===== src/rtl/m68kpd_pkg.sv =====
`default_nettype none
package m68kpd_pkg;

  localparam logic [15:0] OpRts      = 16'h4E75;
  localparam logic [15:0] OpRte      = 16'h4E73;
  localparam logic [15:0] OpRtr      = 16'h4E77;
  localparam logic [15:0] OpStop     = 16'h4E72;
  localparam logic [15:0] OpNop      = 16'h4E71;
  localparam logic [15:0] OpReset    = 16'h4E70;
  localparam logic [15:0] OpTrapv    = 16'h4E76;
  localparam logic [15:0] OpLink     = 16'h4E50;
  localparam logic [15:0] OpUnlk     = 16'h4E58;
  localparam logic [15:0] OpTrap     = 16'h4E40;
  localparam logic [15:0] OpMoveUsp  = 16'h4E60;
  localparam logic [15:0] OpJmp      = 16'h4EC0;
  localparam logic [15:0] OpJsr      = 16'h4E80;
  localparam logic [15:0] OpSwap     = 16'h4840;
  localparam logic [15:0] OpExt      = 16'h4880;
  localparam logic [15:0] OpLea      = 16'h41C0;
  localparam logic [15:0] OpMovem    = 16'h4880;
  localparam logic [15:0] MaskMovem  = 16'hFB80;
  localparam logic [15:0] OpMoveSr   = 16'h40C0;
  localparam logic [15:0] OpMoveCcr  = 16'h44C0;
  localparam logic [15:0] OpMoveToSr = 16'h46C0;
  localparam logic [15:0] OpChk      = 16'h4100;
  localparam logic [15:0] MaskChk    = 16'hF140;
  localparam logic [15:0] OpMovep    = 16'h0108;
  localparam logic [15:0] MaskMovep  = 16'hF138;

  // EA size codes
  localparam logic [1:0] SzByte = 2'd0;
  localparam logic [1:0] SzWord = 2'd1;
  localparam logic [1:0] SzLong = 2'd2;

  typedef struct packed {
    logic [31:0] address;
    logic [15:0] opcode_word;
    logic [15:0] ext_word_one;
    logic [15:0] ext_word_two;
    logic [15:0] ext_word_three;
    logic [15:0] ext_word_four;
    logic [2:0]  words_available;
  } item_t;

  typedef struct packed {
    logic [3:0]  length_bytes;
    logic        valid_res;
    logic        is_branch;
    logic        is_call;
    logic        is_return;
    logic        is_conditional;
    logic        has_target;
    logic [31:0] branch_target;
  } res_t;

  typedef struct packed {
    logic [1:0] words;
    logic       bad;
  } ea_t;

  // Extension words taken by one effective address.
  function automatic ea_t ea_len(logic [2:0] mode, logic [2:0] rg, logic [1:0] size);
    ea_t r;
    r = '{words: 2'd0, bad: 1'b0};
    if (mode == 3'd5 || mode == 3'd6) begin
      r.words = 2'd1;
    end else if (mode == 3'd7) begin
      unique case (rg)
        3'd0, 3'd2, 3'd3: r.words = 2'd1;
        3'd1:             r.words = 2'd2;
        3'd4:             r.words = (size == SzLong) ? 2'd2 : 2'd1;
        default:          r.bad = 1'b1;
      endcase
    end
    return r;
  endfunction

endpackage
`default_nettype wire


===== src/rtl/m68kpd_if.sv =====
`default_nettype none
interface m68kpd_in_if;
  logic        valid;
  logic        ready;
  logic [31:0] address;
  logic [15:0] opcode_word;
  logic [15:0] ext_word_one;
  logic [15:0] ext_word_two;
  logic [15:0] ext_word_three;
  logic [15:0] ext_word_four;
  logic [2:0]  words_available;

  modport source (output valid, address, opcode_word, ext_word_one, ext_word_two,
                  ext_word_three, ext_word_four, words_available, input ready);
  modport sink (input valid, address, opcode_word, ext_word_one, ext_word_two,
                ext_word_three, ext_word_four, words_available, output ready);
endinterface

interface m68kpd_out_if;
  logic        valid;
  logic        ready;
  logic [3:0]  length_bytes;
  logic        valid_res;
  logic        is_branch;
  logic        is_call;
  logic        is_return;
  logic        is_conditional;
  logic        has_target;
  logic [31:0] branch_target;

  modport source (output valid, length_bytes, valid_res, is_branch, is_call, is_return,
                  is_conditional, has_target, branch_target, input ready);
  modport sink (input valid, length_bytes, valid_res, is_branch, is_call, is_return,
                is_conditional, has_target, branch_target, output ready);
endinterface
`default_nettype wire


===== src/rtl/m68000_instruction_predecoder_top.sv =====
// Each accepted input beat is decoded from the input register into the result register.
// Throughput: one instruction per cycle unless out_o stalls; the decode and the 32-bit
//   target adder sit between the input register and the result register.
// Reset: rst_ni is asynchronous, active low; it empties both stages, payload is not reset.
`default_nettype none
module m68000_instruction_predecoder_top (
  input  wire logic     clk_i,
  input  wire logic     rst_ni,
  m68kpd_in_if.sink     in_i,
  m68kpd_out_if.source  out_o
);

  // Stage 1: input register. Stage 2: result register.
  logic              s1_valid_q, s1_valid_d;
  logic              s2_valid_q, s2_valid_d;
  m68kpd_pkg::item_t s1_item_q, in_item;
  m68kpd_pkg::res_t  s2_res_q, dec_res;
  logic              s2_take, s1_take;

  // Advance stage 2 whenever it is empty or its beat leaves this cycle.
  assign s2_take = !s2_valid_q || out_o.ready;
  // Stage 1 frees up when its item moves to stage 2.
  assign s1_take = !s1_valid_q || s2_take;
  assign in_i.ready = s1_take;

  assign in_item = '{address:         in_i.address,
                     opcode_word:     in_i.opcode_word,
                     ext_word_one:    in_i.ext_word_one,
                     ext_word_two:    in_i.ext_word_two,
                     ext_word_three:  in_i.ext_word_three,
                     ext_word_four:   in_i.ext_word_four,
                     words_available: in_i.words_available};

  assign s1_valid_d = s1_take ? in_i.valid : s1_valid_q;
  assign s2_valid_d = s2_take ? s1_valid_q : s2_valid_q;

  always_ff @(posedge clk_i or negedge rst_ni) begin
    if (!rst_ni) begin
      s1_valid_q <= 1'b0;
      s2_valid_q <= 1'b0;
    end else begin
      s1_valid_q <= s1_valid_d;
      s2_valid_q <= s2_valid_d;
    end
  end

  // Hold payloads unless the stage advances.
  always_ff @(posedge clk_i) begin
    if (s1_take && in_i.valid) s1_item_q <= in_item;
    if (s2_take && s1_valid_q) s2_res_q <= dec_res;
  end

  m68kpd_decode u_decode (
    .item_i (s1_item_q),
    .res_o  (dec_res)
  );

  assign out_o.valid          = s2_valid_q;
  assign out_o.length_bytes   = s2_res_q.length_bytes;
  assign out_o.valid_res      = s2_res_q.valid_res;
  assign out_o.is_branch      = s2_res_q.is_branch;
  assign out_o.is_call        = s2_res_q.is_call;
  assign out_o.is_return      = s2_res_q.is_return;
  assign out_o.is_conditional = s2_res_q.is_conditional;
  assign out_o.has_target     = s2_res_q.has_target;
  assign out_o.branch_target  = s2_res_q.branch_target;

endmodule
`default_nettype wire


===== src/rtl/m68kpd_decode.sv =====
`default_nettype none
module m68kpd_decode (
  input  m68kpd_pkg::item_t item_i,
  output m68kpd_pkg::res_t  res_o
);

  logic [15:0] op;
  logic [3:0]  line;
  logic [2:0]  mode, rg, grp, opm;
  logic [1:0]  sz;
  logic [2:0]  avail;
  logic [2:0]  need;
  logic        bad, handled, br, call, ret, cond, tgt_ok;
  logic [31:0] disp;
  logic [31:0] pc_next;
  logic [31:0] sx_one;
  m68kpd_pkg::ea_t ea_a, ea_b;

  assign op      = item_i.opcode_word;
  assign line    = op[15:12];
  assign mode    = op[5:3];
  assign rg      = op[2:0];
  assign grp     = op[11:9];
  assign opm     = op[8:6];
  assign sz      = op[7:6];
  assign avail   = (item_i.words_available > 3'd5) ? 3'd5 : item_i.words_available;
  assign pc_next = item_i.address + 32'd2;
  assign sx_one  = {{16{item_i.ext_word_one[15]}}, item_i.ext_word_one};

  always_comb begin
    need    = 3'd1;
    bad     = 1'b0;
    handled = 1'b0;
    br      = 1'b0;
    call    = 1'b0;
    ret     = 1'b0;
    cond    = 1'b0;
    tgt_ok  = 1'b0;
    disp    = sx_one;
    ea_a    = '{words: 2'd0, bad: 1'b0};
    ea_b    = '{words: 2'd0, bad: 1'b0};
    unique case (line)
      4'h1, 4'h2, 4'h3: begin
        ea_a = m68kpd_pkg::ea_len(mode, rg, (line == 4'h1) ? m68kpd_pkg::SzByte :
                                  (line == 4'h2) ? m68kpd_pkg::SzLong : m68kpd_pkg::SzWord);
        ea_b = m68kpd_pkg::ea_len(opm, grp, (line == 4'h1) ? m68kpd_pkg::SzByte :
                                  (line == 4'h2) ? m68kpd_pkg::SzLong : m68kpd_pkg::SzWord);
        handled = 1'b1;
      end
      4'h7: handled = !op[8];
      4'h6: begin
        if (op[7:0] == 8'h00) begin
          need = 3'd2;
        end else if (op[7:0] == 8'hFF) begin
          need = 3'd3;
          disp = {item_i.ext_word_one, item_i.ext_word_two};
        end else begin
          disp = {{24{op[7]}}, op[7:0]};
        end
        tgt_ok  = 1'b1;
        br      = 1'b1;
        call    = (op[11:8] == 4'd1);
        cond    = (op[11:8] >= 4'd2);
        handled = 1'b1;
      end
      4'h5: begin
        if (sz == 2'd3) begin
          if (mode == 3'd1) begin
            need   = 3'd2;
            tgt_ok = 1'b1;
            br     = 1'b1;
          end else begin
            ea_a = m68kpd_pkg::ea_len(mode, rg, m68kpd_pkg::SzByte);
          end
          cond = 1'b1;
        end else begin
          ea_a = m68kpd_pkg::ea_len(mode, rg, sz);
        end
        handled = 1'b1;
      end
      4'h0: begin
        priority if ((op & m68kpd_pkg::MaskMovep) == m68kpd_pkg::OpMovep) begin
          need    = 3'd2;
          handled = 1'b1;
        end else if (op[8] || grp == 3'd4) begin
          if (grp == 3'd4 && !op[8]) need = 3'd2;
          ea_a = m68kpd_pkg::ea_len(mode, rg, (mode == 3'd0) ? m68kpd_pkg::SzLong :
                                    m68kpd_pkg::SzByte);
          handled = 1'b1;
        end else if (grp != 3'd7 && sz != 2'd3) begin
          need = (sz == m68kpd_pkg::SzLong) ? 3'd3 : 3'd2;
          if (!(mode == 3'd7 && rg == 3'd4 && (grp == 3'd0 || grp == 3'd1 || grp == 3'd5)
                && sz <= 2'd1))
            ea_a = m68kpd_pkg::ea_len(mode, rg, sz);
          handled = 1'b1;
        end else begin
          handled = 1'b0;
        end
      end
      4'h4: begin
        handled = 1'b1;
        priority if ((op & 16'hFFF8) == m68kpd_pkg::OpLink) begin
          need = 3'd2;
        end else if ((op & 16'hFFF8) == m68kpd_pkg::OpUnlk ||
                     (op & 16'hFFF0) == m68kpd_pkg::OpTrap ||
                     op == m68kpd_pkg::OpNop || op == m68kpd_pkg::OpReset ||
                     op == m68kpd_pkg::OpTrapv) begin
          need = 3'd1;
        end else if (op == m68kpd_pkg::OpRte || op == m68kpd_pkg::OpRts ||
                     op == m68kpd_pkg::OpRtr) begin
          ret = 1'b1;
          br  = 1'b1;
        end else if (op == m68kpd_pkg::OpStop) begin
          need = 3'd2;
        end else if ((op & 16'hFFF0) == m68kpd_pkg::OpMoveUsp) begin
          need = 3'd1;
        end else if ((op & 16'hFFC0) == m68kpd_pkg::OpJmp ||
                     (op & 16'hFFC0) == m68kpd_pkg::OpJsr) begin
          ea_a   = m68kpd_pkg::ea_len(mode, rg, m68kpd_pkg::SzLong);
          tgt_ok = (mode == 3'd7 && rg == 3'd2);
          br     = 1'b1;
          call   = ((op & 16'hFFC0) == m68kpd_pkg::OpJsr);
        end else if ((op & 16'hFFF8) == m68kpd_pkg::OpSwap ||
                     (op & 16'hFFB8) == m68kpd_pkg::OpExt) begin
          need = 3'd1;
        end else if ((op & 16'hFFC0) == m68kpd_pkg::OpSwap ||
                     (op & 16'hF1C0) == m68kpd_pkg::OpLea) begin
          ea_a = m68kpd_pkg::ea_len(mode, rg, m68kpd_pkg::SzLong);
        end else if ((op & m68kpd_pkg::MaskMovem) == m68kpd_pkg::OpMovem) begin
          need = 3'd2;
          ea_a = m68kpd_pkg::ea_len(mode, rg, op[6] ? m68kpd_pkg::SzLong : m68kpd_pkg::SzWord);
        end else if ((op & 16'hFFC0) == m68kpd_pkg::OpMoveSr ||
                     (op & 16'hFFC0) == m68kpd_pkg::OpMoveCcr ||
                     (op & 16'hFFC0) == m68kpd_pkg::OpMoveToSr) begin
          ea_a = m68kpd_pkg::ea_len(mode, rg, m68kpd_pkg::SzWord);
        end else if (op[11:8] == 4'h2 || op[11:8] == 4'h4 ||
                     op[11:8] == 4'h0 || op[11:8] == 4'h6) begin
          if (sz == 2'd3) handled = 1'b0;
          else ea_a = m68kpd_pkg::ea_len(mode, rg, sz);
        end else if (op[11:8] == 4'hA) begin
          ea_a = m68kpd_pkg::ea_len(mode, rg, (sz == 2'd3) ? m68kpd_pkg::SzByte : sz);
        end else if ((op & m68kpd_pkg::MaskChk) == m68kpd_pkg::OpChk) begin
          ea_a = m68kpd_pkg::ea_len(mode, rg, m68kpd_pkg::SzWord);
        end else begin
          handled = 1'b0;
        end
      end
      4'h8, 4'h9, 4'hB, 4'hC, 4'hD: begin
        handled = 1'b1;
        priority if ((line == 4'h9 || line == 4'hD || line == 4'hB) &&
                     (opm == 3'd3 || opm == 3'd7)) begin
          ea_a = m68kpd_pkg::ea_len(mode, rg, (opm == 3'd7) ? m68kpd_pkg::SzLong :
                                    m68kpd_pkg::SzWord);
        end else if ((line == 4'hC || line == 4'h8) && (opm == 3'd3 || opm == 3'd7)) begin
          ea_a = m68kpd_pkg::ea_len(mode, rg, m68kpd_pkg::SzWord);
        end else if (line == 4'hC && (op & 16'h0130) == 16'h0100 &&
                     (op[7:3] == 5'b01000 || op[7:3] == 5'b01001 || op[7:3] == 5'b10001)) begin
          need = 3'd1; // EXG
        end else if (line == 4'hB && (op & 16'h0138) == 16'h0108) begin
          need = 3'd1; // CMPM
        end else if (line == 4'hB && opm[2]) begin
          ea_a = m68kpd_pkg::ea_len(mode, rg, opm[1:0]);
        end else if ((line == 4'h9 || line == 4'hD) && opm[2] && mode <= 3'd1) begin
          need = 3'd1; // ADDX/SUBX
        end else if ((line == 4'hC || line == 4'h8) && (op & 16'h01F0) == 16'h0100) begin
          need = 3'd1; // ABCD/SBCD
        end else if (opm[1:0] != 2'd3) begin
          ea_a = m68kpd_pkg::ea_len(mode, rg, opm[1:0]);
        end else begin
          handled = 1'b0;
        end
      end
      4'hE: begin
        if (sz == 2'd3) ea_a = m68kpd_pkg::ea_len(mode, rg, m68kpd_pkg::SzWord);
        handled = 1'b1;
      end
      default: handled = 1'b0;
    endcase
    need = need + {1'b0, ea_a.words} + {1'b0, ea_b.words};
    bad  = ea_a.bad || ea_b.bad || (need > avail);
  end

  logic ok;
  assign ok = handled && !bad;

  always_comb begin
    res_o                = '0;
    res_o.length_bytes   = 4'd2;
    if (ok) begin
      res_o.length_bytes   = {need, 1'b0};
      res_o.valid_res      = 1'b1;
      res_o.is_branch      = br;
      res_o.is_call        = call;
      res_o.is_return      = ret;
      res_o.is_conditional = cond;
      res_o.has_target     = tgt_ok;
      res_o.branch_target  = tgt_ok ? pc_next + disp : 32'd0;
    end
  end

endmodule
`default_nettype wire


===== src/flat_wrapper.sv =====
// flat-port wrapper written by rule: the top's interface ports become plain ports
module m68000_instruction_predecoder_top_flat 
  (clk_i, rst_ni, in_i_valid, in_i_address, in_i_opcode_word, in_i_ext_word_one, in_i_ext_word_two, in_i_ext_word_three, in_i_ext_word_four, in_i_words_available, in_i_ready, out_o_valid, out_o_length_bytes, out_o_valid_res, out_o_is_branch, out_o_is_call, out_o_is_return, out_o_is_conditional, out_o_has_target, out_o_branch_target, out_o_ready);
  m68kpd_in_if in_i_i ();
  m68kpd_out_if out_o_i ();
  input  wire logic clk_i;
  input  wire logic rst_ni;
  input wire logic [$bits(in_i_i.valid)-1:0] in_i_valid;
  input wire logic [$bits(in_i_i.address)-1:0] in_i_address;
  input wire logic [$bits(in_i_i.opcode_word)-1:0] in_i_opcode_word;
  input wire logic [$bits(in_i_i.ext_word_one)-1:0] in_i_ext_word_one;
  input wire logic [$bits(in_i_i.ext_word_two)-1:0] in_i_ext_word_two;
  input wire logic [$bits(in_i_i.ext_word_three)-1:0] in_i_ext_word_three;
  input wire logic [$bits(in_i_i.ext_word_four)-1:0] in_i_ext_word_four;
  input wire logic [$bits(in_i_i.words_available)-1:0] in_i_words_available;
  output wire logic [$bits(in_i_i.ready)-1:0] in_i_ready;
  output wire logic [$bits(out_o_i.valid)-1:0] out_o_valid;
  output wire logic [$bits(out_o_i.length_bytes)-1:0] out_o_length_bytes;
  output wire logic [$bits(out_o_i.valid_res)-1:0] out_o_valid_res;
  output wire logic [$bits(out_o_i.is_branch)-1:0] out_o_is_branch;
  output wire logic [$bits(out_o_i.is_call)-1:0] out_o_is_call;
  output wire logic [$bits(out_o_i.is_return)-1:0] out_o_is_return;
  output wire logic [$bits(out_o_i.is_conditional)-1:0] out_o_is_conditional;
  output wire logic [$bits(out_o_i.has_target)-1:0] out_o_has_target;
  output wire logic [$bits(out_o_i.branch_target)-1:0] out_o_branch_target;
  input wire logic [$bits(out_o_i.ready)-1:0] out_o_ready;
  assign in_i_i.valid = in_i_valid;
  assign in_i_i.address = in_i_address;
  assign in_i_i.opcode_word = in_i_opcode_word;
  assign in_i_i.ext_word_one = in_i_ext_word_one;
  assign in_i_i.ext_word_two = in_i_ext_word_two;
  assign in_i_i.ext_word_three = in_i_ext_word_three;
  assign in_i_i.ext_word_four = in_i_ext_word_four;
  assign in_i_i.words_available = in_i_words_available;
  assign in_i_ready = in_i_i.ready;
  assign out_o_valid = out_o_i.valid;
  assign out_o_length_bytes = out_o_i.length_bytes;
  assign out_o_valid_res = out_o_i.valid_res;
  assign out_o_is_branch = out_o_i.is_branch;
  assign out_o_is_call = out_o_i.is_call;
  assign out_o_is_return = out_o_i.is_return;
  assign out_o_is_conditional = out_o_i.is_conditional;
  assign out_o_has_target = out_o_i.has_target;
  assign out_o_branch_target = out_o_i.branch_target;
  assign out_o_i.ready = out_o_ready;
  m68000_instruction_predecoder_top u_core (.clk_i(clk_i), .rst_ni(rst_ni), .in_i(in_i_i), .out_o(out_o_i));
endmodule

===== config.mk =====
export PLATFORM = sky130hd
export DESIGN_NAME = m68000_instruction_predecoder_top_flat
export DESIGN_NICKNAME = d
export VERILOG_FILES = /design/src/rtl/m68kpd_pkg.sv /design/src/rtl/m68kpd_if.sv /design/src/rtl/m68000_instruction_predecoder_top.sv /design/src/rtl/m68kpd_decode.sv /design/src/flat_wrapper.sv
export SDC_FILE = /design/constraint.sdc
export NUM_CORES = 1
export LEC_CHECK = 0
export BUFFER_PORTS_ARGS = -buffer_cell sky130_fd_sc_hd__buf_4
export CAP_MARGIN = 20
export CELL_PAD_IN_SITES_DETAIL_PLACEMENT = 0
export CELL_PAD_IN_SITES_GLOBAL_PLACEMENT = 2
export CORE_UTILIZATION = 35
export DETAILED_ROUTE_END_ITERATION = 7
export HOLD_SLACK_MARGIN = 0.06
export PLACE_DENSITY = 0.8
export SETUP_SLACK_MARGIN = 0.15
export SYNTH_ARGS = -nofsm -noshare
export SYNTH_HDL_FRONTEND = slang
export SYNTH_SLANG_ARGS = --single-unit

===== constraint.sdc =====
create_clock -name clk_i -period 5.3 [get_ports clk_i]
set_input_delay 1.06 -clock clk_i [delete_from_list [all_inputs] [get_ports clk_i]]
set_output_delay 1.06 -clock clk_i [all_outputs]
set_load 0.005 [all_outputs]

### Yosys cells after proc, flatten, opt, wreduce, memory -nomap -nowiden

Cells that the tools add are included.

| storage, ports and cells | value |
|---|---|
| register bits | 127 |
| output and inout bits | 44 |

| cells by class | value |
|---|---|
| $add $sub $neg | 4 |
| order comparisons | 5 |
| eq/ne operators | 74 |
| mux-type cells | 161 |
| bitwise logic cells | 2 |
| reduce and logical (&&, ||, !) cells | 68 |

Operators with widths:

| cell | count |
|---|---|
| two-way mux 32 bit | 4 |
| two-way mux 3 bit | 42 |
| == test 16 x 15 -> 1 bit, second input constant | 7 |
| two-way mux 2 bit | 36 |
| two-way mux 1 bit | 62 |
| == test 10 x 9 -> 1 bit, second input constant | 6 |
| case mux 2 bit (3 select lines) | 7 |
| == test 13 x 12 -> 1 bit, second input constant | 3 |
| two-way mux 38 bit | 1 |
| == test 12 x 11 -> 1 bit, second input constant | 3 |
| adder 32 x 2 -> 32 bit, second input constant | 1 |
| adder 32 bit | 1 |
| == test 4 bit, second input constant | 8 |
| == test 3 bit, second input constant | 10 |
| logical OR 1 bit | 29 |
| == test 4 x 3 -> 1 bit, second input constant | 6 |
| logical AND 1 bit | 18 |
| case mux 3 bit (6 select lines) | 1 |
| == test 3 x 2 -> 1 bit, second input constant | 5 |
| OR reduction 5 bit | 3 |
| == test 2 bit, second input constant | 7 |
| == test 4 x 2 -> 1 bit, second input constant | 3 |
| case mux 3 bit (4 select lines) | 1 |
| == test 5 x 4 -> 1 bit, second input constant | 2 |
| other kinds (30) | 48 |

### Longest topological paths before layout

| logic depth | value |
|---|---|
| depth in word-level cells | 28 |
| gate-level depth with buffers | 24 |
| mapped depth without buffers | 20 |

### Hierarchy

A second synthesis with hierarchy kept.

| second synthesis, totals | value |
|---|---|
| cell total of the unflattened synthesis | 808 |
| area total of the unflattened synthesis | 9,007.4 um2 |

By module, submodules not included:

| module | instances | cells an instance | area an instance (um2) | seq. area each (um2) |
|---|---|---|---|---|
| m68000_instruction_predecoder_top | 1 | 165 | 4,818.4 | 4,764.6 |
| m68kpd_decode | 1 | 643 | 4,189.0 | 0.0 |

### Least setup slack after synthesis

Ideal clock, no wire load.

| timing path | value |
|---|---|
| path type | reg-to-reg |
| start point | reg u_core.s1_item_q[79] (netlist name) |
| end point | reg u_core.s2_res_q, in the netlist u_core.out_o.branch_target[26], data pin |
| arrival time | 4.482 ns |
| slack | 0.682 ns |
| stages on the path, launching flop included | 22 |
| path buffers | 3 |
| clock period less this slack | 4.618 ns |
| path through | edfxtp_1 -> or4b_1 -> buf_2 -> o31ai_1 -> o21ai_0 -> o32a_1 -> o21ai_0 -> a31oi_1 -> fa_1 -> inv_1 -> ha_1 -> ha_1 -> nor2b_1 -> o21ai_0 -> a32oi_1 -> a211oi_1 -> o221ai_1 -> a211oi_4 -> nand2_2 -> buf_6 -> buf_6 -> nor2_2 |

| on the way | value |
|---|---|
| cells in the longest elaborated chain, start to end | 22 |
| elaborated cells on any way between the ends | 146 |

Ends and longest elaborated chain:

| item | line | source |
|---|---|---|
| start: declaration | m68000_instruction_predecoder_top.sv:16 | `m68kpd_pkg::item_t s1_item_q, in_item;` |
| start signal: assignment | m68000_instruction_predecoder_top.sv:49 | `if (s1_take && in_i.valid) s1_item_q <= in_item;` |
| == test 6 x 5 -> 1 bit | m68kpd_decode.sv:142 | `end else if ((op & m68kpd_pkg::MaskChk) == m68kpd_pkg::OpChk) begin` |
| two-way mux 3 bit | m68kpd_decode.sv:142 |  |
| two-way mux 3 bit | m68kpd_decode.sv:140 | `end else if (op[11:8] == 4'hA) begin` |
| two-way mux 3 bit | m68kpd_decode.sv:136 | `end else if (op[11:8] == 4'h2 \|\| op[11:8] == 4'h4 \|\|` |
| two-way mux 3 bit | m68kpd_decode.sv:132 | `end else if ((op & 16'hFFC0) == m68kpd_pkg::OpMoveSr \|\|` |
| two-way mux 3 bit | m68kpd_decode.sv:129 | `end else if ((op & m68kpd_pkg::MaskMovem) == m68kpd_pkg::OpMovem) begin` |
| two-way mux 3 bit | m68kpd_decode.sv:126 | `end else if ((op & 16'hFFC0) == m68kpd_pkg::OpSwap \|\|` |
| two-way mux 3 bit | m68kpd_decode.sv:123 | `end else if ((op & 16'hFFF8) == m68kpd_pkg::OpSwap \|\|` |
| [... 7 more ...] | -- |  |
| adder 3 x 2 -> 3 bit | m68kpd_decode.sv:179 | `need = need + {1'b0, ea_a.words} + {1'b0, ea_b.words};` |
| adder 3 x 2 -> 3 bit * | m68kpd_decode.sv:179 |  |
| net u_core.u_decode.need[1] | m68kpd_decode.sv:12 | `logic [2:0] need;` |
| greater-than comparator 3 bit * | m68kpd_decode.sv:180 | `bad = ea_a.bad \|\| ea_b.bad \|\| (need > avail);` |
| logical OR 1 bit * | m68kpd_decode.sv:180 |  |
| logical NOT 1 bit * | m68kpd_decode.sv:184 | `assign ok = handled && !bad;` |
| logical AND 1 bit * | m68kpd_decode.sv:184 |  |
| AND reduction 2 bit (no source line) * | -- |  |
| end signal: assignment | m68000_instruction_predecoder_top.sv:50 | `if (s2_take && s1_valid_q) s2_res_q <= dec_res;` |
| end: declaration | m68000_instruction_predecoder_top.sv:17 | `m68kpd_pkg::res_t s2_res_q, dec_res;` |

The timed path passes the listed nets; every way through them passes the cells marked *.
A chain may end at the register's enable or synchronous reset.

### Worst setup path in the final report

| timing path | value |
|---|---|
| start point | reg u_core.s1_item_q[82] (netlist name) |
| end point | reg u_core.s2_res_q, in the netlist u_core.out_o.branch_target[2], data pin |

Same word-level chain as after synthesis.

==> flow_summary.html <==
<table>
<tr><th>Metric</th><th>Value</th></tr>
<tr><th colspan="2">Die</th></tr>
<tr><td>Die width</td><td>152 um</td></tr>
<tr><td>Core Box Area</td><td>21,900 um2</td></tr>
<tr><td>Core Rows</td><td>between 50 and 60</td></tr>
<tr><td>Boundary Pins</td><td>163</td></tr>
<tr><td>Effective utilization at floorplan</td><td>0.358</td></tr>
<tr><td>Total Die Area</td><td>around 23,000 um2</td></tr>
<tr><td>Die extent in y</td><td>152 um</td></tr>
<tr><th colspan="2">Yosys</th></tr>
<tr><td>Register area share after synthesis</td><td>0.481</td></tr>
<tr><td>Fraction of synthesis flops using an asynchronous set or reset pin</td><td>0.0159</td></tr>
<tr><td>Syn_area_per_cell</td><td>10.3 um2</td></tr>
<tr><td>Top cells by area in the synthesized netlist</td><td>edfxtp_1 47%, ha_1 10%, o21ai_0 5.3%</td></tr>
<tr><td>Most instantiated flip-flop cell in the synthesis netlist</td><td>edfxtp_1</td></tr>
<tr><td>Leading area contributor after synthesis</td><td>edfxtp_1</td></tr>
<tr><td>Yosys Warn Count</td><td>0</td></tr>
<tr><td>Synthesized instance count</td><td>763</td></tr>
<tr><td>Most frequently used cell type in the post-synthesis netlist</td><td>edfxtp_1</td></tr>
<tr><td>Cell Area, Synth</td><td>7850 um2</td></tr>
<tr><td>Count of flip-flops with a built-in enable after synthesis</td><td>124</td></tr>
<tr><td>Most used standard cells in the synthesized netlist</td><td>124 x edfxtp_1, 83 x o21ai_0, 65 x ha_1, 65 x nand2_1, 65 x nor2_1</td></tr>
<tr><td>Share of the synthesized area in the top cell type</td><td>0.475</td></tr>
<tr><td>Seq cells post-synth</td><td>126</td></tr>
<tr><td>Synthesized net count</td><td>between 900 and 1,000</td></tr>
<tr><td>Library cells used by synthesis</td><td>70</td></tr>
<tr><th colspan="2">Global routing</th></tr>
<tr><td>Overall overflow remaining after global route</td><td>0</td></tr>
<tr><td>Maximum number of pins on one net before global-route repair</td><td>52</td></tr>
<tr><td>GRT Util Overall</td><td>0.193</td></tr>
<tr><td>First-pass GRT wire length</td><td>32.9 mm</td></tr>
<tr><td>Initial antenna violation count</td><td>0</td></tr>
<tr><td>Number of global-route vias before repair</td><td>6,060</td></tr>
<tr><th colspan="2">Worst setup path</th></tr>
<tr><td>Kind of end point of the critical path</td><td>flop</td></tr>
<tr><td>Worst-path cell chain</td><td>or4b_4 &gt; o31ai_4 &gt; o21ai_1 &gt; o32a_1 &gt; o21ai_2 &gt; a31oi_2 &gt; fa_1 &gt; inv_1 &gt; ha_4 &gt; ha_1 &gt; nor2b_1 &gt; o21ai_1 &gt; a32oi_1 &gt; a211oi_2 &gt; o221ai_2 &gt; a211oi_4 &gt; nand2_4 &gt; buf_8 &gt; buf_4 &gt; nor2_2</td></tr>
<tr><td>Reg2Reg Launch Point</td><td>u_core.s1_item_q[82]</td></tr>
<tr><td>Arrival time of the worst setup path</td><td>5.26 ns</td></tr>
<tr><td>Cell repeated most along the worst path</td><td>o21ai_1</td></tr>
<tr><td>Stage delay of the slowest cell on the critical path</td><td>0.61 ns</td></tr>
<tr><td>Critical-path cell with the highest stage delay</td><td>or4b_4</td></tr>
<tr><td>Required time of the critical path</td><td>~5.6 ns</td></tr>
<tr><td>Critical Setup Path Class</td><td>reg -&gt; reg</td></tr>
<tr><td>Nature of the critical path startpoint</td><td>flop</td></tr>
<tr><td>CP Launch Point</td><td>u_core.s1_item_q[82]</td></tr>
<tr><td>Crit path max fanout</td><td>6</td></tr>
<tr><td>Bufs and invs on worst path</td><td>3</td></tr>
<tr><td>Critical path's top delay family</td><td>compound AO/OA/AOI/OAI gates</td></tr>
<tr><th colspan="2">Clock tree</th></tr>
<tr><td>CTS clk-pin slew, worst paths</td><td>0.06 ns</td></tr>
<tr><td>Root buffer cell</td><td>clkbuf_16</td></tr>
<tr><td>Max H-tree Level</td><td>4</td></tr>
<tr><td>Sink count of the clock tree</td><td>126</td></tr>
<tr><td>Clock tree from TritonCTS</td><td>done</td></tr>
<tr><td>Longest Clk Path Bufs</td><td>2</td></tr>
<tr><td>Number of buffers inserted for hold repair after clock tree synthesis</td><td>0</td></tr>
<tr><td>Inserted Clock Buffers</td><td>17</td></tr>
<tr><td>Clock insertion delay at the later pin of the skew report</td><td>roughly 0.43 ns</td></tr>
<tr><th colspan="2">Layout</th></tr>
<tr><td>Layout overhead on the synthesized area</td><td>29.4%</td></tr>
<tr><td>Number of antenna cells inserted</td><td>0</td></tr>
<tr><td>Share of layout cells above drive strength 1</td><td>0.267</td></tr>
<tr><td>Final instance count without filler cells</td><td>1,217</td></tr>
<tr><td>Total Nets Final</td><td>around 1,100</td></tr>
<tr><td>Final design instance area without fill</td><td>10,100 um2</td></tr>
<tr><th colspan="2">Hold path</th></tr>
<tr><td>Type of the worst min-delay path</td><td>in -&gt; async</td></tr>
<tr><th colspan="2">Power</th></tr>
<tr><td>Peak ir drop on the vdd network</td><td>~0.16 mV</td></tr>
<tr><td>Pwr Density</td><td>301 nW/um2</td></tr>
<tr><td>Leakage</td><td>between 4 and 5 nW</td></tr>
<tr><th colspan="2">Drt</th></tr>
<tr><td>Sum of routed wire length over all layers</td><td>roughly 22 mm</td></tr>
<tr><td>Post-DR vias/cell</td><td>around 5.2</td></tr>
<tr><td>Starting DRC count in detailed routing</td><td>354</td></tr>
<tr><td>Count of unresolved DRC violations after routing</td><td>0</td></tr>
<tr><td>Remaining antenna violation count</td><td>0</td></tr>
<tr><td>Length of the first detailed-routing pass in iterations</td><td>5</td></tr>
<tr><td>Routed wirelength normalized by instance count</td><td>18.0 um</td></tr>
<tr><td>Count of vias placed by the detailed router</td><td>6,347</td></tr>
<tr><th colspan="2">Timing</th></tr>
<tr><td>Setup TNS</td><td>0 ns</td></tr>
<tr><td>Transition time at the pin with the least slew margin</td><td>0.830 ns</td></tr>
<tr><td>Final setup slack of the worst path</td><td>0.326 ns</td></tr>
<tr><td>RSZ-0062 raised after global routing</td><td>false</td></tr>
<tr><td>Normalized max-slew margin</td><td>0.443</td></tr>
<tr><td>Final number of max-transition violations</td><td>0</td></tr>
<tr><td>Period utilization</td><td>0.939</td></tr>
<tr><td>Final-report hold violation count</td><td>0</td></tr>
<tr><td>Shortest clock period the worst path allows after layout</td><td>4.97 ns</td></tr>
<tr><td>Maximum clock frequency</td><td>0.201 GHz</td></tr>
<tr><td>Setup clock skew after layout</td><td>0.0150 ns</td></tr>
<tr><td>Count of endpoints failing setup in the final report</td><td>0</td></tr>
<tr><th colspan="2">Place</th></tr>
<tr><td>Dpl cell area</td><td>9360 um2</td></tr>
<tr><td>Total half-perimeter wirelength after legalization and detailed placement</td><td>16.5 mm</td></tr>
<tr><td>PortBufs</td><td>129</td></tr>
<tr><td>Worst-case setup slack after placement</td><td>0.144 ns</td></tr>
<tr><td>Final RePlAce weighted congestion</td><td>between 0.8 and 0.9</td></tr>
<tr><td>Count of placed standard cells including taps</td><td>~1,200</td></tr>
<tr><th colspan="2">Run status</th></tr>
<tr><td>Status</td><td>finished, final reports clean</td></tr>
<tr><th colspan="2">Run</th></tr>
<tr><td>Maximum Capacitance Violations</td><td>0</td></tr>
</table>
-- sequential cells by signal, indices dropped and copies added, names as in the netlist --
| name | count |
|---|---|
| u_core.s1_valid_q | 1 |
| u_core.out_o.branch_target | 32 |
| u_core.out_o.has_target | 1 |
| u_core.s1_item_q | 83 |
| u_core.out_o.is_return | 1 |
| u_core.out_o.length_bytes | 3 |
| u_core.out_o.is_conditional | 1 |
| u_core.out_o.is_branch | 1 |
| u_core.out_o.valid_res | 1 |
| u_core.out_o.valid | 1 |
| u_core.out_o.is_call | 1 |
-- metal layers --
layer / share of wire / up-vias / GRT usage
met1: 0.46 / 2971 / 0.255
met3: 0.041 / 23 / 0.0347
met2: 0.48 / 177 / 0.322
met4: 0.016 / 0 / 0.0569
met5: 0 / - / 0
li1: - / 3176 / -
-- path summary, 6_finish.rpt --
path	to	slack (ns)	cells past startpoint
min in group clk_i	u_core.out_o.valid	0.50	1
min reg2reg	u_core.out_o.valid	0.50	1
min	u_core.s1_valid_q	0.41	1
max	u_core.out_o.branch_target[2]	0.33	20
max in group asynchronous	u_core.out_o.valid	4.81	1
max reg2reg	u_core.out_o.branch_target[2]	0.33	20
-- cells by family after synthesis --
logic type	Yosys count	share of synthesized area
buf+inv	59	0.0321
mux	2	0.00255
simple gates	257	0.165
flops	126	0.481
xor+xnor	24	0.0268
other cells	1	0.000478
compound gates	225	0.180
fa+ha+maj	69	0.113
-- area by class of cell --
class	count	area [um2]
multi-input combinational	578	3920
sequential	126	3770
clock buffer	18	429
fill	2092	11700
clock inverter	14	145
tap	280	350
inverter	21	78.8
timing repair buffer	180	1460
-- power breakdown --
part	switching (mW)	total (mW)	leakage, nW	internal, mW
registers	0.0351	1.21	1.23	1.18
logic	0.385	0.701	2.62	0.315
clock network	0.450	1.14	0.262	0.690
-- placed cells by master (no fill, tap or decap), types with 8 or more instances in the layout --
master / netlist / layout
nand2_1: 65 / 65
inv_1: 21 / 21
clkbuf_16: 0 / 20
a21o_1: 13 / 13
nand2b_1: 20 / 20
xor2_1: 8 / 8
nor2_2: 9 / 10
nand3_1: 12 / 12
a21oi_1: 45 / 43
nor2_1: 65 / 64
and2_1: 12 / 10
nor2b_1: 14 / 14
ha_1: 65 / 64
xnor2_1: 16 / 16
buf_4: 3 / 171
nor3_1: 19 / 16
edfxtp_1: 124 / 124
o21ai_0: 83 / 79
-- metrics by stage --
step / power (mW) / utilization / hold slack (ns)
finish: 3.05 / 0.464 / 0.408
global route: 3.20 / 0.464 / 0.391
CTS: 3.06 / 0.454 / 0.388
detailed placement: 1.91 / 0.428 / 0.491
global placement: 1.91 / 0.428 / 0.474
floorplan: 1.66 / - / 0.449
-- repair_timing --
action                                  CTS  global route
gates resized for setup                   1            24
setup buffers                             0             2
endpoints found under the setup margin    8            40
gates cloned                              0             3
pin swaps                                 0            10
Power figures use the tool's default switching activity.
